### src/sv/arp_lru_pkg.sv
// ----------------------------------------------------------------------------
// arp_lru_pkg
// Transaction types and codes shared by the address cache modules.
// ----------------------------------------------------------------------------
package arp_lru_pkg;

   localparam int KEY_W   = 32;
   localparam int MAC_W   = 48;
   localparam int STAMP_W = 32;
   localparam int INDEX_W = 3;

   localparam logic ACT_STORE  = 1'b0;
   localparam logic ACT_LOOKUP = 1'b1;

   typedef struct packed {
      logic             action;
      logic [KEY_W-1:0] ip_addr;
      logic [MAC_W-1:0] mac_addr;
   } req_type;

   typedef struct packed {
      logic               hit;
      logic [MAC_W-1:0]   mac_out;
      logic [INDEX_W-1:0] entry_index;
   } rsp_type;

endpackage

### src/sv/arp_lru_match.sv
// ----------------------------------------------------------------------------
// arp_lru_match
// Parallel key compare over all entries, lowest valid match wins.
// ----------------------------------------------------------------------------
module arp_lru_match #(
   parameter int ENTRIES = 8,
   parameter int IW      = 3
) (
   input  logic [arp_lru_pkg::KEY_W-1:0] keys [ENTRIES],
   input  logic [ENTRIES-1:0]            valid,
   input  logic [arp_lru_pkg::KEY_W-1:0] key,
   output logic                          hit,
   output logic [IW-1:0]                 index
);

   logic [ENTRIES-1:0] match;

   always_comb begin
      for (int i = 0; i < ENTRIES; i++) begin
         match[i] = valid[i] && (keys[i] == key);
      end
   end

   always_comb begin
      index = '0;
      for (int i = ENTRIES - 1; i >= 0; i--) begin
         if (match[i]) begin
            index = IW'(i);
         end
      end
      hit = |match;
   end

endmodule

### src/sv/arp_lru_victim.sv
// ----------------------------------------------------------------------------
// arp_lru_victim
// Replacement choice: lowest free entry, else oldest stamp by comparator tree.
// ----------------------------------------------------------------------------
module arp_lru_victim #(
   parameter int ENTRIES = 8,
   parameter int IW      = 3
) (
   input  logic [ENTRIES-1:0]              valid,
   input  logic [arp_lru_pkg::STAMP_W-1:0] stamps [ENTRIES],
   output logic [IW-1:0]                   victim
);

   localparam int P   = 1 << IW;
   localparam int KW  = arp_lru_pkg::STAMP_W + 1;

   logic [KW-1:0] node_key [2*P];
   logic [IW-1:0] node_idx [2*P];
   logic [IW-1:0] free_idx;

   assign node_key[0] = '0;
   assign node_idx[0] = '0;

   // leaves, padding entries carry the top bit so they never win
   for (genvar l = 0; l < P; l++) begin : g_leaf
      if (l < ENTRIES) begin : g_real
         assign node_key[P+l] = {1'b0, stamps[l]};
      end else begin : g_pad
         assign node_key[P+l] = {1'b1, {arp_lru_pkg::STAMP_W{1'b0}}};
      end
      assign node_idx[P+l] = IW'(l);
   end

   // left side wins ties, giving the lowest index among equal stamps
   for (genvar n = 1; n < P; n++) begin : g_node
      logic right_wins;
      assign right_wins  = node_key[2*n+1] < node_key[2*n];
      assign node_key[n] = right_wins ? node_key[2*n+1] : node_key[2*n];
      assign node_idx[n] = right_wins ? node_idx[2*n+1] : node_idx[2*n];
   end

   always_comb begin
      free_idx = '0;
      for (int i = ENTRIES - 1; i >= 0; i--) begin
         if (!valid[i]) begin
            free_idx = IW'(i);
         end
      end
      victim = (&valid) ? node_idx[1] : free_idx;
   end

endmodule

### src/sv/arp_cache_lru.sv
// ----------------------------------------------------------------------------
// arp_cache_lru
// Fully associative IPv4-to-MAC cache with oldest-stored replacement.
// ----------------------------------------------------------------------------
// Usage:
//   req_* carries one transaction: a store (action 0) of ip_addr/mac_addr or
//   a lookup (action 1) of ip_addr. rsp_* returns exactly one transaction
//   per request, in order: hit flag, MAC and entry number.
//   A request is captured in an input register; from there the key is
//   compared against all entries, the victim is chosen by a comparator tree
//   over the age stamps, the cache is updated and the response is loaded
//   into the output register. Throughput is one transaction per cycle, back
//   to back, while the receiver takes responses, since each request
//   finishes its cache update in the same cycle its response is
//   registered, so the next request always sees the updated entries.
//   When the receiver stalls, the response holds and the input register
//   keeps one more request; req_ready drops only while both are full.
//   Reset clears the valid bits, age stamps and age counter;
//   the block accepts requests in the cycle after reset.
// ----------------------------------------------------------------------------
module arp_cache_lru #(
   parameter int ENTRIES = 8
) (
   input  logic                 clock,
   input  logic                 reset,
   input  logic                 req_valid,
   output logic                 req_ready,
   input  arp_lru_pkg::req_type req_data,
   output logic                 rsp_valid,
   input  logic                 rsp_ready,
   output arp_lru_pkg::rsp_type rsp_data
);

   localparam int IW = $clog2(ENTRIES);

   arp_lru_pkg::req_type               req_ff;
   logic                               req_valid_ff;
   logic                               req_valid_in;
   arp_lru_pkg::rsp_type               rsp_ff;
   arp_lru_pkg::rsp_type               rsp_in;
   logic                               rsp_valid_ff;
   logic                               rsp_valid_in;

   logic [arp_lru_pkg::KEY_W-1:0]      key_ff   [ENTRIES];
   logic [arp_lru_pkg::MAC_W-1:0]      mac_ff   [ENTRIES];
   logic [arp_lru_pkg::STAMP_W-1:0]    stamp_ff [ENTRIES];
   logic [ENTRIES-1:0]                 valid_ff;
   logic [arp_lru_pkg::STAMP_W-1:0]    age_ff;
   logic [arp_lru_pkg::STAMP_W-1:0]    age_in;

   logic                               advance;
   logic                               match_hit;
   logic [IW-1:0]                      match_idx;
   logic [IW-1:0]                      victim_idx;
   logic                               wr_en;
   logic [IW-1:0]                      wr_slot;
   logic [IW+2:0]                      slot_ext;
   logic [IW+2:0]                      match_ext;

   assign advance   = req_valid_ff && (!rsp_valid_ff || rsp_ready);
   assign req_ready = !req_valid_ff || advance;
   assign rsp_valid = rsp_valid_ff;
   assign rsp_data  = rsp_ff;

   arp_lru_match #(
      .ENTRIES (ENTRIES),
      .IW      (IW)
   ) u_match (
      .keys  (key_ff),
      .valid (valid_ff),
      .key   (req_ff.ip_addr),
      .hit   (match_hit),
      .index (match_idx)
   );

   arp_lru_victim #(
      .ENTRIES (ENTRIES),
      .IW      (IW)
   ) u_victim (
      .valid  (valid_ff),
      .stamps (stamp_ff),
      .victim (victim_idx)
   );

   always_comb begin
      wr_en        = advance && (req_ff.action == arp_lru_pkg::ACT_STORE);
      wr_slot      = match_hit ? match_idx : victim_idx;
      slot_ext     = {3'b000, wr_slot};
      match_ext    = {3'b000, match_idx};
      age_in       = wr_en ? age_ff + 1'b1 : age_ff;
      req_valid_in = req_ready ? req_valid : req_valid_ff;
      rsp_valid_in = advance || (rsp_valid_ff && !rsp_ready);
      rsp_in       = rsp_ff;
      if (advance) begin
         if (req_ff.action == arp_lru_pkg::ACT_LOOKUP) begin
            rsp_in.hit         = match_hit;
            rsp_in.mac_out     = match_hit ? mac_ff[match_idx] : '0;
            rsp_in.entry_index = match_hit ? match_ext[2:0] : '0;
         end else begin
            rsp_in.hit         = match_hit;
            rsp_in.mac_out     = req_ff.mac_addr;
            rsp_in.entry_index = slot_ext[2:0];
         end
      end
   end

   always_ff @(posedge clock) begin
      if (reset) begin
         req_valid_ff <= 1'b0;
         rsp_valid_ff <= 1'b0;
         valid_ff     <= '0;
         age_ff       <= '0;
         for (int i = 0; i < ENTRIES; i++) begin
            stamp_ff[i] <= '0;
         end
      end else begin
         req_valid_ff <= req_valid_in;
         rsp_valid_ff <= rsp_valid_in;
         age_ff       <= age_in;
         if (wr_en) begin
            valid_ff[wr_slot] <= 1'b1;
            stamp_ff[wr_slot] <= age_in;
         end
      end
   end

   always_ff @(posedge clock) begin
      if (req_valid && req_ready) begin
         req_ff <= req_data;
      end
      rsp_ff <= rsp_in;
      if (wr_en) begin
         mac_ff[wr_slot] <= req_ff.mac_addr;
         if (!match_hit) begin
            key_ff[wr_slot] <= req_ff.ip_addr;
         end
      end
   end

endmodule

### config.mk
export PLATFORM = sky130hd
export DESIGN_NAME = arp_cache_lru
export DESIGN_NICKNAME = d
export VERILOG_FILES = /design/src/sv/arp_lru_pkg.sv /design/src/sv/arp_lru_match.sv /design/src/sv/arp_lru_victim.sv /design/src/sv/arp_cache_lru.sv
export SDC_FILE = /design/constraint.sdc
export NUM_CORES = 2
export LEC_CHECK = 0
export BUFFER_PORTS_ARGS = -buffer_cell sky130_fd_sc_hd__buf_2
export CAP_MARGIN = 20
export CORE_UTILIZATION = 63
export CTS_CLUSTER_DIAMETER = 30
export DETAILED_ROUTE_END_ITERATION = 16
export PLACE_DENSITY_LB_ADDON = 0.15
export SYNTH_ARGS = -nofsm -noshare
export SYNTH_HDL_FRONTEND = slang
export SYNTH_SLANG_ARGS = --single-unit
### constraint.sdc
create_clock -name clock -period 13.2 [get_ports clock]
set_input_delay 2.64 -clock clock [delete_from_list [all_inputs] [get_ports clock]]
set_output_delay 2.64 -clock clock [all_outputs]
set_load 0.01 [all_outputs]
# Word level (Yosys, flattened, before mapping)
# Memories as Yosys holds them, arrays and structs flattened.
# Index checks and enable logic that the tools add are counted.
dict set report classes {
  muxes 43
  div_mod_pow 0
  add_sub_neg 1
  order_cmp 11
  eq_ne 8
  multipliers 0
  n_bitwise 4
  reduce_logical 23
  n_shift 0
}
# operator n
set op_table {}
lappend op_table {{256-bit bitwise mux} 2}
lappend op_table {{32-bit == test} 8}
lappend op_table {{32-bit 2-to-1 mux} 8}
lappend op_table {{32-bit less-than comparator} 7}
lappend op_table {{32-bit demux with 3-bit select} 1}
lappend op_table {{3-bit 2-to-1 mux} 20}
lappend op_table {{51-bit 2-to-1 mux} 1}
lappend op_table {{48-bit 2-to-1 mux} 1}
lappend op_table {{32-bit by 1-bit adder with 32-bit output (second input constant)} 1}
lappend op_table {{1-bit logical AND} 14}
lappend op_table {{8-bit OR} 1}
lappend op_table {{8-bit AND reduction} 1}
lappend op_table {{8-bit OR reduction} 1}
lappend op_table {{1-bit 2-to-1 mux} 7}
lappend op_table {{4-bit >= comparator (second input constant)} 1}
lappend op_table {{3-bit by 4-bit less-than comparator with 1-bit output (second input constant)} 1}
lappend op_table {{4-bit by 1-bit less-than comparator with 1-bit output (second input constant)} 1}
lappend op_table {{2-bit 2-to-1 mux} 2}
lappend op_table {{3-bit inverter with 4-bit output} 1}
lappend op_table {{1-bit demux with 3-bit select} 1}
lappend op_table {{3-bit by 1-bit >= comparator with 1-bit output (second input constant)} 1}
lappend op_table {{1-bit zero test} 3}
lappend op_table {{1-bit logical OR} 3}
lappend op_table {{1-bit inverter} 2}
lappend op_table {{2-bit AND reduction} 1}
dict set report word_totals {
  ff_bits 687
  ram_bits 384
  latchBits 0
  romBits 0
  out_inout_bits 54
  mem_count 1
}
# name depth word_bits read_ports rd_clocked_by_memory_dff write_ports line
set mem_list {}
lappend mem_list {mac_ff 8 48 1 0 1 arp_cache_lru.sv:45} ;# logic [arp_lru_pkg::MAC_W-1:0] mac_ff [ENTRIES];

# Logic depth before layout (Yosys ltp)
dict set report depth {
  ltp_word 17
  depth_mapped 39
  depth_no_buf 33
}

# Cells and area by module
# Synthesis repeated with hierarchy kept, for this count alone.
dict set report hier_totals {
  cells_unflattened 3607
  hier_area_um2 47504.3
}
# mod seq_area_each_um2 area_per_inst_um2 instances cells_per_inst
set by_module_without_submodules {}
lappend by_module_without_submodules {arp_cache_lru 29178.0 37026.8 1 2169}
lappend by_module_without_submodules {arp_lru_victim 0.0 7299.5 1 1044}
lappend by_module_without_submodules {arp_lru_match 0.0 3178.0 1 394}

# Worst setup path before layout
# Ideal clock, no wire load.
dict set report synth_path {
  kind {register to register}
  from {reg, netlist name stamp_ff[185]}
  to {reg key_ff[0] in the netlist's numbering (enable)}
  t_arrival_ns 9.157
  setup_time_ns 0.421
  path_stages_with_launch 35
  required_ns 12.779
  path_slack_ns 3.622
  cell_sequence {dfxtp_1 -> inv_1 -> ha_1 -> a21o_1 -> a221o_1 -> a221oi_1 -> o21ai_0 -> nor2_1 -> clkbuf_1 -> mux2i_1 -> inv_1 -> ha_1 -> a21o_1 -> a221o_1 -> a221oi_1 -> a21oi_1 -> a211oi_1 -> a21boi_2 -> clkbuf_1 -> mux2_2 -> ha_1 -> a21o_1 -> a21o_1 -> a21o_1 -> a211oi_1 -> o21ai_0 -> o21a_1 -> nor2_1 -> a31oi_4 -> o41ai_1 -> a21boi_1 -> buf_2 -> nand2_1 -> buf_2 -> nor2_1}
}
# element line
set synth_lines {}
lappend synth_lines {{end signal, assigned by index} arp_cache_lru.sv:135} ;# key_ff[wr_slot] <= req_ff.ip_addr;
lappend synth_lines {{end, declared} arp_cache_lru.sv:44} ;# logic [arp_lru_pkg::KEY_W-1:0] key_ff [ENTRIES];

# Final worst setup path
dict set report layout_path {
  from {reg stamp_ff[185] in the netlist's numbering}
  to {reg stamp_ff[121] in the netlist's numbering}
}
dict set report layout_between {
  elab_chain_cells 14
  word_cells_on_any_way 17
  classes_between {order compare: 5; mux: 10; bitwise: 1; reduce/logical: 1}
}
# element line
set layout_lines {}
lappend layout_lines {{start, declared} arp_cache_lru.sv:46} ;# logic [arp_lru_pkg::STAMP_W-1:0] stamp_ff [ENTRIES];
lappend layout_lines {{start signal, assigned by index} arp_cache_lru.sv:122} ;# stamp_ff[wr_slot] <= age_in;
lappend layout_lines {{32-bit less-than comparator} arp_lru_victim.sv:37} ;# assign right_wins = node_key[2*n+1] < node_key[2*n];
lappend layout_lines {{32-bit 2-to-1 mux} arp_lru_victim.sv:38} ;# assign node_key[n] = right_wins ? node_key[2*n+1] : node_key[2*n];
lappend layout_lines {{32-bit less-than comparator} arp_lru_victim.sv:37}
lappend layout_lines {{32-bit 2-to-1 mux} arp_lru_victim.sv:38}
lappend layout_lines {{32-bit less-than comparator} arp_lru_victim.sv:37}
lappend layout_lines {{3-bit 2-to-1 mux (*)} arp_lru_victim.sv:39} ;# assign node_idx[n] = right_wins ? node_idx[2*n+1] : node_idx[2*n];
lappend layout_lines {{3-bit 2-to-1 mux (*)} arp_lru_victim.sv:49} ;# victim = (&valid) ? node_idx[1] : free_idx;
lappend layout_lines {{3-bit 2-to-1 mux (*)} arp_cache_lru.sv:87} ;# wr_slot = match_hit ? match_idx : victim_idx;
lappend layout_lines {{3-bit inverter with 4-bit output (not written as such) (*)} arp_cache_lru.sv:122}
lappend layout_lines {{4-bit >= comparator (not written as such) or 4-bit by 1-bit less-than comparator with 1-bit output (tied branches)} arp_cache_lru.sv:122}
lappend layout_lines {{1-bit logical AND (not written as such)} arp_cache_lru.sv:122}
lappend layout_lines {{32-bit 2-to-1 mux (not written as such)} arp_cache_lru.sv:122}
lappend layout_lines {{32-bit demux with 3-bit select (*)} arp_cache_lru.sv:122}
lappend layout_lines {{256-bit bitwise mux (*)} arp_cache_lru.sv:122}
# Mark *: on every way between the ends. The rest lies on a longest branch, timed or not.
# A chain may end at the register's enable or synchronous reset.

==> key figures <==
Status
  – Status: complete, no violations

Power and ir drop
  – Static Leak: 21.19 nW
  – Combinational Power Share: 2.5%
  – Sw power: 0.001882 W
  – Pwr dens: 154.5 mW/mm^2
  – Register share of total power: 41.1%
  – Peak supply drop: 0.0001468 V
  – Clock Power Share: 56.4%
  – Cell internal pwr: 0.007089 W
  – Switching Share: 20.98%

Floorplanning
  – Chip height: 282.1 um
  – Die ar.: 0.07957 mm^2
  – I/O pin count: 139
  – Chip width: 282.1 um
  – Core footprint: 0.07759 mm^2
  – Starting Density: 63.69%
  – Row Count: 102

CTS
  – Cts bufs inserted: 196
  – Sink Count: 1,071
  – Cts hold-fix bufs: 0
  – Max clock buf depth: 3
  – CTS tree: built
  – CTS root buffer: clkbuf_16
  – Post-CTS Setup Inserts: 0
  – Clock-pin slew on the worst setup and hold paths: 50 ps
  – Later-pin clock latency in the skew report: 770 ps
  – CTS resizes: 0
  – Max H-tree Level: 4

Logic synthesis
  – Synth top area share: 46.97%
  – Post-synth EDFFs: 773
  – Synthesized area: 0.04942 mm^2
  – Most common cell in the synthesized netlist: edfxtp_1
  – Synthesized netlist net count: 4,338
  – Post-synth ARST share: 0%
  – Post-synthesis register bit count: 1,071
  – Top FF cell, synth: edfxtp_1
  – Mean post-synth cell area: 12.25 um^2
  – Yosys warns: 0
  – Yosys top cell by area: edfxtp_1
  – Unique masters post-synth: 76
  – Share of the yosys chip area belonging to registers: 59.04%
  – Cell count after synthesis: 4,035
  – Top cells by count, synth: 773 x edfxtp_1, 443 x mux2i_1, 314 x nand2_1
  – Leading post-synthesis cells by cell area: edfxtp_1 47%, dfxtp_1 12%, mux2i_1 9.0%

Placement
  – # port buffers: 138
  – Cell Area, Placed: 0.05122 mm^2
  – # placed instances: 5,074
  – Final Wtd Congestion: 0.9337
  – Hpwl dp: 74.06 mm

Drt
  – Via density: 6.098
  – DRC viols: 0
  – Avg WL per Cell: 22.46 um
  – DR pass1 iterations: 6
  – Number of DRC markers in iteration 0: 3,120
  – Antenna viol nets, final: 0
  – Final wirelength: 122.3 mm
  – Vias: 33,200

Timing
  – Finish-stage setup viols: 0
  – Clock Skews: 42.44 ps
  – Tcrit/Tclk final: 82.31%
  – Slew @ Worst Pin: 1109 ps
  – Hold Fails Final Rpt: 0
  – Hold_ws: 452.1 ps
  – Fmax: 92.04 MHz
  – RSZ-0062 raised after global routing: no
  – Slew Limit Fails: 0
  – Final worst path period need: 10,870 ps
  – Setup TNS: 0 ps
  – Max_slew headroom: 26.05%

Job
  – Total of max-cap violations: 0

Layout
  – Util after Layout: 74.82%
  – Synth-to-layout area growth: 17.47%
  – Fillcell total: 5,073
  – Number of nets in the layout: 4,538
  – Non-Filler Instances: 5,444
  – Fraction of layout cells with a size suffix above 1: 14.83%
  – Final instance area: 0.05806 mm^2

Global route
  – Tot GR Track Use: 30.81%
  – Largest net degree at the start of global routing: 128
  – First-pass GRT wire length: 185.4 mm
  – Initial antenna violation count: 0
  – Total gr overflow: 0
  – Vias in the first global route: 32,250

Worst setup path
  – CP Capture Type: flop
  – CP max-delay cell: and2_4
  – CP peak stage delay: 840 ps
  – Worst path arrival time: 11,520 ps
  – WP data required: 13,850 ps
  – CP most frequent cell: a21o_1
  – Worst Path Class, Setup: flop to flop
  – Startpoint Class: flop
  – CP Max Fanout: 56

Worst hold path
  – Worst Hold Class: flop to flop
-- sequential cells by signal (all words and copies together), names as in the netlist, 8 cells and up --
signal / flops
valid_ff: 8
rsp_data: 52
mac_ff: 384
key_ff: 256
stamp_ff: 256
age_ff: 32
req_ff: 81
-- final timing paths --
check	start	to	slack [ps]	cells after the start
worst max register to register	stamp_ff[185]$_SDFFE_PP0P_	stamp_ff[121]$_SDFFE_PP0P_	2330	34
worst min-delay path	stamp_ff[123]$_SDFFE_PP0P_	stamp_ff[123]$_SDFFE_PP0P_	450	2
worst min register to register	stamp_ff[123]$_SDFFE_PP0P_	stamp_ff[123]$_SDFFE_PP0P_	450	2
worst max-delay path	stamp_ff[185]$_SDFFE_PP0P_	stamp_ff[121]$_SDFFE_PP0P_	2330	34
-- worst max-delay path: cells and delay by family (launching register included) --
kind	cells	cell delay, ps
mux	3	950
fa+ha+maj	3	900
compound gates	18	4700
flops	1	340
simple gates	4	1670
buf+inv	6	2110
-- layout by cell type (no fill, tap or decap), drive strengths merged, types with 7 or more instances in the layout --
master and n:
o21a 13, and3 44, edfxtp 773, nand2 317
nor2b 10, and4 13, nor4 68, inv 232
a2111oi 7, and2 16, nor2 239, a31o 27
xor2 133, a221o 11, buf 213, clkbuf 236
o31ai 77, mux2 34, ha 218, mux2i 443
nand4 88, nor3 25, o211ai 7, bufinv 27
clkinvlp 14, o21ai 99, a221oi 54, a21oi 174
dfxtp 298, xnor2 151, clkinv 73, a211oi 17
nand3 143, a21o 27
-- power by group through the flow --
stage	sequential [W]	clock, W	combinational [W]
4_1_cts	0.00369	0.00510	0.000222
3_3_place_gp	0.00375	0	0.000216
2_1_floorplan	0.00374	0	0.000129
3_5_place_dp	0.00375	0	0.000219
5_1_grt	0.00369	0.00527	0.000238
6_report	0.00369	0.00506	0.000223
-- final cells by class --
type                    count  area [um^2]  share of cell area, %
diodes                      1        2.502               0.004310
clock buffers             236         5271                  9.080
clock inverters           130         1515                  2.610
inverters                 216        819.5                  1.412
multi-input cells        2537        18660                  32.14
flip-flops and latches   1071        29180                  50.26
well taps                1040         1301                  2.241
repair buffers            213         1309                  2.254
-- cells by family (layout without fill, tap and decap cells) --
kind of cell	after synthesis	in the layout	synth area share, %
AO/OA/AOI/OAI	558	558	7.562
XOR/XNOR	284	284	5.033
adder cells (fa/ha/maj)	218	218	5.519
buffers and inverters	427	795	3.496
flip-flops	1071	1071	59.04
multiplexers	477	477	9.747
other	0	1	0
AND/OR/NAND/NOR	1000	1000	9.607
-- metal layers --
| layer | part of all wire, % | routed length, um | vias up | track usage, % |
|---|---|---|---|---|
| li1 | - | - | 15340 | - |
| met1 | 44 | 53940 | 16270 | 44.12 |
| met2 | 46 | 56350 | 1384 | 47.92 |
| met3 | 7.4 | 9054 | 207 | 4.931 |
| met4 | 2.4 | 2945 | 0 | 10.63 |
| met5 | 0 | 0 | - | 0 |
-- through the flow --
step                      power (W)  setup slack [ps]
final                      0.008972              2335
after global routing       0.009200              1683
after CTS                  0.009012              2208
after detailed placement   0.003971              2284
after global placement     0.003966              2619
after floorplan            0.003871              3622
Note: power is estimated with default switching activity, not from simulation.
